$ cat src/hdl/assert_macros.svh
// Assertion helpers for the tty line discipline
`ifndef ASSERT_MACROS_SVH
`define ASSERT_MACROS_SVH

// checked on every edge outside reset
`define TCLD_ASSERT(lbl, clk, rst_n, prop) \
    lbl: assert property (@(posedge clk) disable iff (!rst_n) prop) \
        else $error("tty line discipline check failed");

// checked on every edge, reset included
`define TCLD_ASSERT_ALWAYS(lbl, clk, prop) \
    lbl: assert property (@(posedge clk) prop) \
        else $error("tty line discipline reset check failed");

`endif

$ cat src/hdl/tcld_pkg.sv
package tcld_pkg;

    localparam int RING_DEPTH_DEF = 4096;
    localparam int LINE_DEPTH_DEF = 1024;

    localparam logic [7:0] C_BS  = 8'd8;
    localparam logic [7:0] C_NL  = 8'd10;
    localparam logic [7:0] C_CR  = 8'd13;
    localparam logic [7:0] C_SP  = 8'd32;
    localparam logic [7:0] C_DEL = 8'd127;

    localparam logic [4:0] MODE_RST  = 5'd31;
    localparam logic [7:0] INTR_RST  = 8'd3;
    localparam logic [7:0] QUIT_RST  = 8'd28;
    localparam logic [7:0] SUSP_RST  = 8'd26;
    localparam logic [7:0] ERASE_RST = 8'd127;
    localparam logic [7:0] EOF_RST   = 8'd4;

    // mode flag bits
    localparam int MF_CRNL_IN  = 0;
    localparam int MF_CRNL_OUT = 1;
    localparam int MF_SIG      = 2;
    localparam int MF_CANON    = 3;
    localparam int MF_ECHO     = 4;

    localparam logic [2:0] REG_MODE   = 3'd0;
    localparam logic [2:0] REG_INTR   = 3'd1;
    localparam logic [2:0] REG_QUIT   = 3'd2;
    localparam logic [2:0] REG_SUSP   = 3'd3;
    localparam logic [2:0] REG_ERASE  = 3'd4;
    localparam logic [2:0] REG_EOF    = 3'd5;
    localparam logic [2:0] REG_TARGET = 3'd6;

    localparam logic [1:0] SIG_INTR = 2'd0;
    localparam logic [1:0] SIG_QUIT = 2'd1;
    localparam logic [1:0] SIG_SUSP = 2'd2;

    typedef enum logic [2:0] {
        KIND_ECHO   = 3'd0,
        KIND_SIGNAL = 3'd1,
        KIND_DATA   = 3'd2,
        KIND_EMPTY  = 3'd3,
        KIND_EOF    = 3'd4
    } t_kind;

    typedef enum logic [2:0] {
        SRC_ZERO,
        SRC_CHAR,
        SRC_CR,
        SRC_BS,
        SRC_SP,
        SRC_QDATA
    } t_src;

    typedef enum logic [3:0] {
        ST_IDLE,
        ST_DECIDE,
        ST_POP_DATA,
        ST_POP_EOF,
        ST_POP_EMPTY,
        ST_SIG_OUT,
        ST_ERASE0,
        ST_ERASE1,
        ST_ERASE2,
        ST_ECHO_CR,
        ST_ECHO_C,
        ST_COMMIT_CHK,
        ST_COMMIT_RD,
        ST_COMMIT_WR
    } t_state;

    typedef struct packed {
        logic  latch_in;
        logic  out_load;
        t_kind out_kind;
        t_src  out_src;
        logic  out_last;
        logic  line_push;
        logic  line_pop;
        logic  queue_push_char;
        logic  q_pop_rd;
        logic  eof_clear;
        logic  commit_rd;
        logic  commit_wr;
        logic  commit_end;
    } t_cmd;

    typedef struct packed {
        logic action;
        logic is_sig;
        logic sig_target;
        logic canon;
        logic is_erase;
        logic is_eof;
        logic echo_on;
        logic crnl;
        logic is_nl;
        logic line_empty;
        logic q_empty;
        logic eof_mark;
        logic commit_done;
        logic out_free;
    } t_status;

endpackage

$ cat src/hdl/tcld_ctrl.sv
module tcld_ctrl (
    input  logic              i_clk,
    input  logic              i_rst_n,
    input  logic              i_in_valid,
    output logic              o_in_stall,
    input  tcld_pkg::t_status i_status,
    output tcld_pkg::t_cmd    o_cmd
);

    tcld_pkg::t_state r_state, n_state;
    logic             r_commit, n_commit;

    always_ff @(posedge i_clk) begin
        if (!i_rst_n) begin
            r_state  <= tcld_pkg::ST_IDLE;
            r_commit <= 1'b0;
        end else begin
            r_state  <= n_state;
            r_commit <= n_commit;
        end
    end

    assign o_in_stall = (r_state != tcld_pkg::ST_IDLE);

    // next state
    always_comb begin
        n_state  = r_state;
        n_commit = r_commit;
        case (r_state)
            tcld_pkg::ST_IDLE: begin
                if (i_in_valid) begin
                    n_state = tcld_pkg::ST_DECIDE;
                end
            end
            tcld_pkg::ST_DECIDE: begin
                n_commit = 1'b0;
                if (i_status.action) begin
                    if (!i_status.q_empty) begin
                        n_state = tcld_pkg::ST_POP_DATA;
                    end else if (i_status.eof_mark) begin
                        n_state = tcld_pkg::ST_POP_EOF;
                    end else begin
                        n_state = tcld_pkg::ST_POP_EMPTY;
                    end
                end else if (i_status.is_sig) begin
                    n_state = i_status.sig_target ? tcld_pkg::ST_SIG_OUT : tcld_pkg::ST_IDLE;
                end else if (i_status.canon && i_status.is_erase) begin
                    if (!i_status.line_empty && i_status.echo_on) begin
                        n_state = tcld_pkg::ST_ERASE0;
                    end else begin
                        n_state = tcld_pkg::ST_IDLE;
                    end
                end else if (i_status.canon && i_status.is_eof) begin
                    n_state = tcld_pkg::ST_COMMIT_CHK;
                end else begin
                    n_commit = i_status.canon && i_status.is_nl;
                    if (i_status.echo_on) begin
                        n_state = i_status.crnl ? tcld_pkg::ST_ECHO_CR : tcld_pkg::ST_ECHO_C;
                    end else if (i_status.canon && i_status.is_nl) begin
                        n_state = tcld_pkg::ST_COMMIT_CHK;
                    end else begin
                        n_state = tcld_pkg::ST_IDLE;
                    end
                end
            end
            tcld_pkg::ST_POP_DATA, tcld_pkg::ST_POP_EOF, tcld_pkg::ST_POP_EMPTY,
            tcld_pkg::ST_SIG_OUT, tcld_pkg::ST_ERASE2: begin
                if (i_status.out_free) begin
                    n_state = tcld_pkg::ST_IDLE;
                end
            end
            tcld_pkg::ST_ERASE0: begin
                if (i_status.out_free) begin
                    n_state = tcld_pkg::ST_ERASE1;
                end
            end
            tcld_pkg::ST_ERASE1: begin
                if (i_status.out_free) begin
                    n_state = tcld_pkg::ST_ERASE2;
                end
            end
            tcld_pkg::ST_ECHO_CR: begin
                if (i_status.out_free) begin
                    n_state = tcld_pkg::ST_ECHO_C;
                end
            end
            tcld_pkg::ST_ECHO_C: begin
                if (i_status.out_free) begin
                    n_state = r_commit ? tcld_pkg::ST_COMMIT_CHK : tcld_pkg::ST_IDLE;
                end
            end
            tcld_pkg::ST_COMMIT_CHK: begin
                n_state = i_status.commit_done ? tcld_pkg::ST_IDLE : tcld_pkg::ST_COMMIT_RD;
            end
            tcld_pkg::ST_COMMIT_RD: begin
                n_state = tcld_pkg::ST_COMMIT_WR;
            end
            tcld_pkg::ST_COMMIT_WR: begin
                n_state = tcld_pkg::ST_COMMIT_CHK;
            end
            default: begin
                n_state = tcld_pkg::ST_IDLE;
            end
        endcase
    end

    // commands
    always_comb begin
        o_cmd          = '0;
        o_cmd.out_kind = tcld_pkg::KIND_ECHO;
        o_cmd.out_src  = tcld_pkg::SRC_ZERO;
        case (r_state)
            tcld_pkg::ST_IDLE: begin
                o_cmd.latch_in = i_in_valid;
            end
            tcld_pkg::ST_DECIDE: begin
                if (i_status.action) begin
                    o_cmd.q_pop_rd  = !i_status.q_empty;
                    o_cmd.eof_clear = i_status.q_empty && i_status.eof_mark;
                end else if (i_status.is_sig) begin
                    o_cmd.q_pop_rd = 1'b0;
                end else if (i_status.canon) begin
                    if (i_status.is_erase) begin
                        o_cmd.line_pop = !i_status.line_empty;
                    end else if (!i_status.is_eof) begin
                        o_cmd.line_push = 1'b1;
                    end
                end else begin
                    o_cmd.queue_push_char = 1'b1;
                end
            end
            tcld_pkg::ST_POP_DATA: begin
                o_cmd.out_load = i_status.out_free;
                o_cmd.out_kind = tcld_pkg::KIND_DATA;
                o_cmd.out_src  = tcld_pkg::SRC_QDATA;
                o_cmd.out_last = 1'b1;
            end
            tcld_pkg::ST_POP_EOF: begin
                o_cmd.out_load = i_status.out_free;
                o_cmd.out_kind = tcld_pkg::KIND_EOF;
                o_cmd.out_last = 1'b1;
            end
            tcld_pkg::ST_POP_EMPTY: begin
                o_cmd.out_load = i_status.out_free;
                o_cmd.out_kind = tcld_pkg::KIND_EMPTY;
                o_cmd.out_last = 1'b1;
            end
            tcld_pkg::ST_SIG_OUT: begin
                o_cmd.out_load = i_status.out_free;
                o_cmd.out_kind = tcld_pkg::KIND_SIGNAL;
                o_cmd.out_last = 1'b1;
            end
            tcld_pkg::ST_ERASE0: begin
                o_cmd.out_load = i_status.out_free;
                o_cmd.out_src  = tcld_pkg::SRC_BS;
            end
            tcld_pkg::ST_ERASE1: begin
                o_cmd.out_load = i_status.out_free;
                o_cmd.out_src  = tcld_pkg::SRC_SP;
            end
            tcld_pkg::ST_ERASE2: begin
                o_cmd.out_load = i_status.out_free;
                o_cmd.out_src  = tcld_pkg::SRC_BS;
                o_cmd.out_last = 1'b1;
            end
            tcld_pkg::ST_ECHO_CR: begin
                o_cmd.out_load = i_status.out_free;
                o_cmd.out_src  = tcld_pkg::SRC_CR;
            end
            tcld_pkg::ST_ECHO_C: begin
                o_cmd.out_load = i_status.out_free;
                o_cmd.out_src  = tcld_pkg::SRC_CHAR;
                o_cmd.out_last = 1'b1;
            end
            tcld_pkg::ST_COMMIT_CHK: begin
                o_cmd.commit_end = i_status.commit_done;
            end
            tcld_pkg::ST_COMMIT_RD: begin
                o_cmd.commit_rd = 1'b1;
            end
            tcld_pkg::ST_COMMIT_WR: begin
                o_cmd.commit_wr = 1'b1;
            end
            default: begin
                o_cmd.out_load = 1'b0;
            end
        endcase
    end

endmodule

$ cat config.mk
export PLATFORM = sky130hd
export DESIGN_NAME = tcld_ctrl
export DESIGN_NICKNAME = d
export VERILOG_FILES = /design/src/hdl/assert_macros.svh /design/src/hdl/tcld_pkg.sv /design/src/hdl/tcld_ctrl.sv
export SDC_FILE = /design/constraint.sdc
export NUM_CORES = 1
export LEC_CHECK = 0
export ABC_AREA = 1
export CAP_MARGIN = 20
export CORE_ASPECT_RATIO = 1.1
export CORE_UTILIZATION = 50
export DETAILED_ROUTE_END_ITERATION = 8
export DONT_BUFFER_PORTS = 1
export GPL_ROUTABILITY_DRIVEN = 0
export RECOVER_POWER = 50
export SLEW_MARGIN = 20
export SYNTH_ARGS = -nofsm -noshare
export SYNTH_HDL_FRONTEND = slang
export SYNTH_SLANG_ARGS = --single-unit
$ cat constraint.sdc
create_clock -name i_clk -period 3.4 [get_ports i_clk]
set_input_delay 0.68 -clock i_clk [delete_from_list [all_inputs] [get_ports i_clk]]
set_output_delay 0.68 -clock i_clk [all_outputs]
set_load 0.005 [all_outputs]
==> flow_summary.yaml, run 1 <==
outcome:
  status: "finished clean"
layout:
  num_antenna_cells: 0
  final_area_um2: 741
  stdcell_count: 151
  syn2layout_area_growth_pct: 3.14
  drive_gt1_share_pct: 14.7
  num-nets-final: 154
  fillers: 138
  postLayoutCoreUtil_pct: 59.1
synthesis:
  synth-edff-count: 0
  yosysTopAreaCell: "nand2_1"
  yosysSeqAreaShare_pct: 13.9
  synthTopCellsByArea: "nand2_1 20%, dfxtp_1 14%, inv_1 7.8%"
  async_flop_share_pct: 0
  synth_area_per_cell_um2: 5.44
  yosysMostFrequentCell: "nand2_1"
  ys_warn_count: 0
  synth_nets: 149
  netlist_area_um2: 718
  ys_seq_elements: 5
  synth_top_area_share_pct: 19.9
  ys.flop_type: "dfxtp_1"
  synthCells: 132
  synth_cell_types: 22
  yosys-top-cells-count: "38 x nand2_1, 15 x inv_1, 13 x nor2_1, 11 x nand3_1, 9 x a21oi_1"
clock_network:
  cts_hold_buffers: 0
  clock_latency_ns: 0.24
  cts-root-buf: "clkbuf_4"
  cts_tree: "yes"
  clockBufferDepth: 2
  cts_max_level: 1
  cts_setup_buffers: 0
  post_cts_resized: 0
  numCtsBuffers: 3
  clock_sinks: 5
  clkTransAtPathRegs_ns: 0.05
placed_design:
  place_inst: 147
  numPortBuffers: 0
  hpwl_um: 1430
  postPlaceCellArea_um2: 737
  place_ws_ns: 1.48
floorplan:
  rows: 13
  die_w_um: 38.1
  ios: 35
  dieArea_um2: 1590
  core_um2: 1250
  start_util_pct: 57.3
  die_y_um: 41.8
sta:
  worst_hold_slack_ns: 0.490
  fin_crit_sh_pct: 68.1
  finalClockSkew_ns: 0.00777
  tightest_slew_ns: 0.556
  maxSlewHeadroom_pct: 62.8
  hold_viol_final: 0
  fin_crit_ns: 2.31
  fin_setup_tns_ns: 0
  setup_slack_ns: 1.09
  slew_viol_final: 0
  fmax_ghz: 0.432
  setup_viol: 0
  rsz0062_at_grt: "false"
drt:
  drcViolationCount: 0
  wl_per_cell_um: 11.4
  wl_um: 1720
  via_per_inst: 5.51
  drt-pass1-iter-count: 4
  ant_nets: 0
  dr_total_vias: 832
  drt_iter0_markers: 21
power:
  power_mw: 0.296
  p_leak_nw: 0.425
  power_density_nw_per_um2: 399
  peakVddDrop_mv: 0.223
setup_path:
  crit_type: "flip-flop to primary output"
  slowest_stage: "nor2_1"
  arrival_ns: 1.63
  endpoint_kind: "primary output"
  max_stage_delay_ns: 0.44
  crit_fanout: 7
  cp-start-kind: "flip-flop"
  cp.required_ns: 2.72
  crit_top_cell: "nor2_1"
  regToRegSetupSlack_ns: 1.66
  critical_path.cell_chain: "inv_2, nor2_1, nand2_2, nand2_1, nor2_1, a21oi_1"
  worstRegToRegCells: 10
min_path:
  hp-class: "flip-flop to flip-flop"
  hold_path_depth: 2
grt:
  grt_pass1_vias: 719
  busiest_layer: "met2"
  groute.layer.met3.usage_pct: 3.74
  grt_use_met1_pct: 26.4
  use_met2_pct: 42.0
  grt_pass1_wl_um: 2750
  grt_max_degree: 8
  grt-ovfl-total: 0
  grt_usage_pct: 23.5
  antenna_found_initial: 0
flow_run:
  maxCapViolations: 0
## logic make-up (layout without fill, tap and decap cells)
family                 count (synthesis)  after routing  synth area share, %
AO/OA/AOI/OAI                         17             17                 13.1
flip-flops                             5              5                 13.9
buffers and inverters                 23             27                 12.0
AND/OR/NAND/NOR                       87             87                 61.0
## registers in the layout, summed over array words and instances, names as in the netlist
signal and flops:
r_commit 1, r_state 4
## power by group
| group | internal [mW] | switching (mW) | total, mW |
|---|---|---|---|
| logic | 0.0434 | 0.105 | 0.148 |
| clock network | 0.0443 | 0.0235 | 0.0679 |
| registers | 0.0663 | 0.0133 | 0.0796 |
| total | 0.154 | 0.142 | 0.296 |
## cells in the final DEF (no fill, tap or decap), drive strengths merged
master  synthesis  layout
a21oi          10      10
and3            1       1
clkbuf          0       4
dfxtp           5       5
inv            23      23
nand2          44      44
nand3          11      11
nand4           1       1
nor2           20      20
nor3            9       9
nor3b           1       1
o211ai          1       1
o21ai           5       5
o21bai          1       1
## final cells by class
class | count | area [um2] | area share, %
Tap cell | 15 | 18.8 | 2.53
Multi-Input combinational cell | 104 | 509 | 68.7
Inverter | 23 | 86.3 | 11.7
Clock buffer | 4 | 26.3 | 3.55
Sequential cell | 5 | 100 | 13.5
## worst max-delay path, delay by kind of cell, from the launching register on
kind	cells	cell delay (ns)
buf+inv	1	0.07
simple gates	4	0.74
compound gates	1	0.18
flops	1	0.41
## final timing paths
kind | endpoint | startpoint
max | o_cmd[15] | r_state[3]$_SDFFE_PN0P_
min | r_commit$_SDFFE_PN0P_ | r_commit$_SDFFE_PN0P_
max reg2reg | r_state[1]$_SDFFE_PN0P_ | r_state[3]$_SDFFE_PN0P_
min reg2reg | r_commit$_SDFFE_PN0P_ | r_commit$_SDFFE_PN0P_
## metal layers
metal  up-vias  routed length (um)
met5         -                   0
met2        32                 829
met3         4                 133
met4         0                  20
met1       368                 736
li1        428                   -
Note: power is estimated with default switching activity, not from simulation.
==> inputs of run 2 (changes only) <==
- clock period: 3.4 -> 2.15 ns (I/O delays scaled with it)
==> run 2 against run 1 <==
  * Global-route usage increased by 1.0 points
  * Highest routed layer is now met3
  * Via count is 1.3% higher
  * Die area stayed put
  * Utilization rose by 0.70 points
  * Largest power group unchanged
  * Total power is 59% higher
  * Combinational power grew 59%
  * Largest cell class unchanged
  * Cell count is the same
  * Clock-buffer cell count stayed put
  * Sequential share of layout area shrank 0.16 points
  * Clock skew decreased by 0.0060 ns
  * Routed wire length grew 5.0%
  * Clock power up 56%
==> flow_summary.yaml, run 2 (same netlist as run 1, synthesis figures left out) <==
setup_path:
  crit_fanout: 6
  critical_path.cell_chain: "nor2_1, nand2_1, nand2_1, a21oi_1, a21oi_1"
  rr_startpoint: "r_state[2]$_SDFFE_PN0P_"
  cp-start-kind: "flip-flop"
  crit_type: "flip-flop to primary output"
  worstRegToRegCells: 9
  path_buf_inv: 0
  r2r_end: "r_state[0]$_SDFFE_PN0P_"
  arrival_ns: 1.56
  regToRegSetupSlack_ns: 0.45
  cp_top_family: "simple AND/OR/NAND/NOR gates"
  crit_end: "o_cmd[15]"
  slowest_stage: "dfxtp_1"
  max_stage_delay_ns: 0.39
  endpoint_kind: "primary output"
  cp.depth: 5
  startpoint: "r_state[2]$_SDFFE_PN0P_"
  cp.required_ns: 1.72
placed_design:
  hpwl_um: 1490
  place_ws_ns: 0.478
  numPortBuffers: 0
layout:
  largest_register_ffs: 4
  multi_input_area_um2: 518
  reg_top3: "r_state x4, r_commit x1"
  regMostFlops: "r_state"
  fillers: 135
  syn2layout_area_growth_pct: 4.36
  seq_area_um2: 100
  num-nets-final: 154
  num_antenna_cells: 0
  drive_gt1_share_pct: 16.9
  final_cell_mix: "40 x nand2_1, 15 x nor2_1, 15 x inv_1"
  layout_commonest_cell: "nand2_1"
clock_network:
  cts_max_level: 1
  clock_latency_ns: 0.24
  cts_hold_buffers: 0
  clkTransAtPathRegs_ns: 0.04
  clockBufferDepth: 2
  cts_tree: "yes"
  cts-root-buf: "clkbuf_4"
  cts_setup_buffers: 0
  post_cts_resized: 0
  clock_sinks: 5
  numCtsBuffers: 3
sta:
  fin_setup_tns_ns: 0
  setup_slack_ns: 0.155
  rsz0062_at_grt: "false"
  tightest_slew_ns: 0.439
  hold_viol_final: 0
  fin_crit_ns: 1.99
  slew_viol_final: 0
  setup_viol: 0
  finalClockSkew_ns: 0.00178
  fmax_ghz: 0.501
  maxSlewHeadroom_pct: 70.6
  fin_crit_sh_pct: 92.8
grt:
  grt_pass1_vias: 754
  grt_usage_pct: 24.5
  antenna_found_initial: 0
  grt-ovfl-total: 0
  grt_pass1_wl_um: 2960
  grt_max_degree: 8
floorplan:
  start_util_pct: 57.3
  ios: 35
  die_y_um: 41.8
  dieArea_um2: 1590
  die_w_um: 38.1
  core_um2: 1250
  rows: 13
power:
  peakVddDrop_mv: 0.445
  power_density_nw_per_um2: 628
  p_leak_nw: 0.425
drt:
  wl_per_cell_um: 12.0
  drt_iter0_markers: 17
  drcViolationCount: 0
  via_per_inst: 5.58
  drt-pass1-iter-count: 4
  wl_um: 1810
  ant_nets: 0
  dr_total_vias: 843
flow_run:
  maxCapViolations: 0
outcome:
  status: "finished clean"
min_path:
  hp-class: "primary input to flip-flop"
  holdCritStartpoint: "i_status[5]"
## run 2: cell counts in the layout (fill, tap and decap cells not counted)
No cell type changed its count.
## run 2: metal layers
| metal | vias to the layer above | track usage (%) | routed length, um |
|---|---|---|---|
| met4 | 0 | 2.14 | 0 |
| met3 | 0 | 6.42 | 148 |
| li1 | 428 | - | - |
| met2 | 37 | 42.7 | 894 |
| met1 | 378 | 30.2 | 763 |
| met5 | - | 0 | 0 |
## run 2: how the worst min path moves through the flow
stage / endpoint / slack (ns) / cells past startpoint
floorplan: r_commit$_SDFFE_PN0P_ / 0.45 / 2
global placement: r_commit$_SDFFE_PN0P_ / 0.49 / 2
detailed placement: r_commit$_SDFFE_PN0P_ / 0.49 / 2
CTS: r_commit$_SDFFE_PN0P_ / 0.33 / 2
global route: r_commit$_SDFFE_PN0P_ / 0.33 / 2
finish: r_commit$_SDFFE_PN0P_ / 0.33 / 2
## run 2: power by group
| part | leakage [nW] | internal, mW | switching, mW |
|---|---|---|---|
| clock | 0.0150 | 0.0700 | 0.0360 |
| combinational | 0.369 | 0.0694 | 0.167 |
| sequential | 0.0407 | 0.105 | 0.0240 |
| total | 0.425 | 0.244 | 0.227 |
## run 2: layout make-up
class	instances	area share, %
Clock buffer	4	3.51
Inverter	23	11.5
Multi-Input combinational cell	104	69.1
Tap cell	15	2.50
Sequential cell	5	13.4
## run 2: worst reg2reg max path, delay by kind of cell, from the launching register on
| family | cells | cell delay [ns] |
|---|---|---|
| AOI/OAI and AO/OA | 2 | 0.33 |
| DFF | 1 | 0.49 |
| and+or+nand+nor | 7 | 0.76 |
## run 2: through the flow
stage                     utilization (%)  total power, mW  area, um2  instances  hold slack [ns]
after floorplan                         -            0.328        718        132            0.445
after global placement               58.8            0.369        737        147            0.493
after detailed placement             58.8            0.373        737        147            0.492
after CTS                            60.9            0.481        763        151            0.327
after global routing                 59.8            0.516        749        151            0.335
final                                59.8            0.471        749        151            0.329
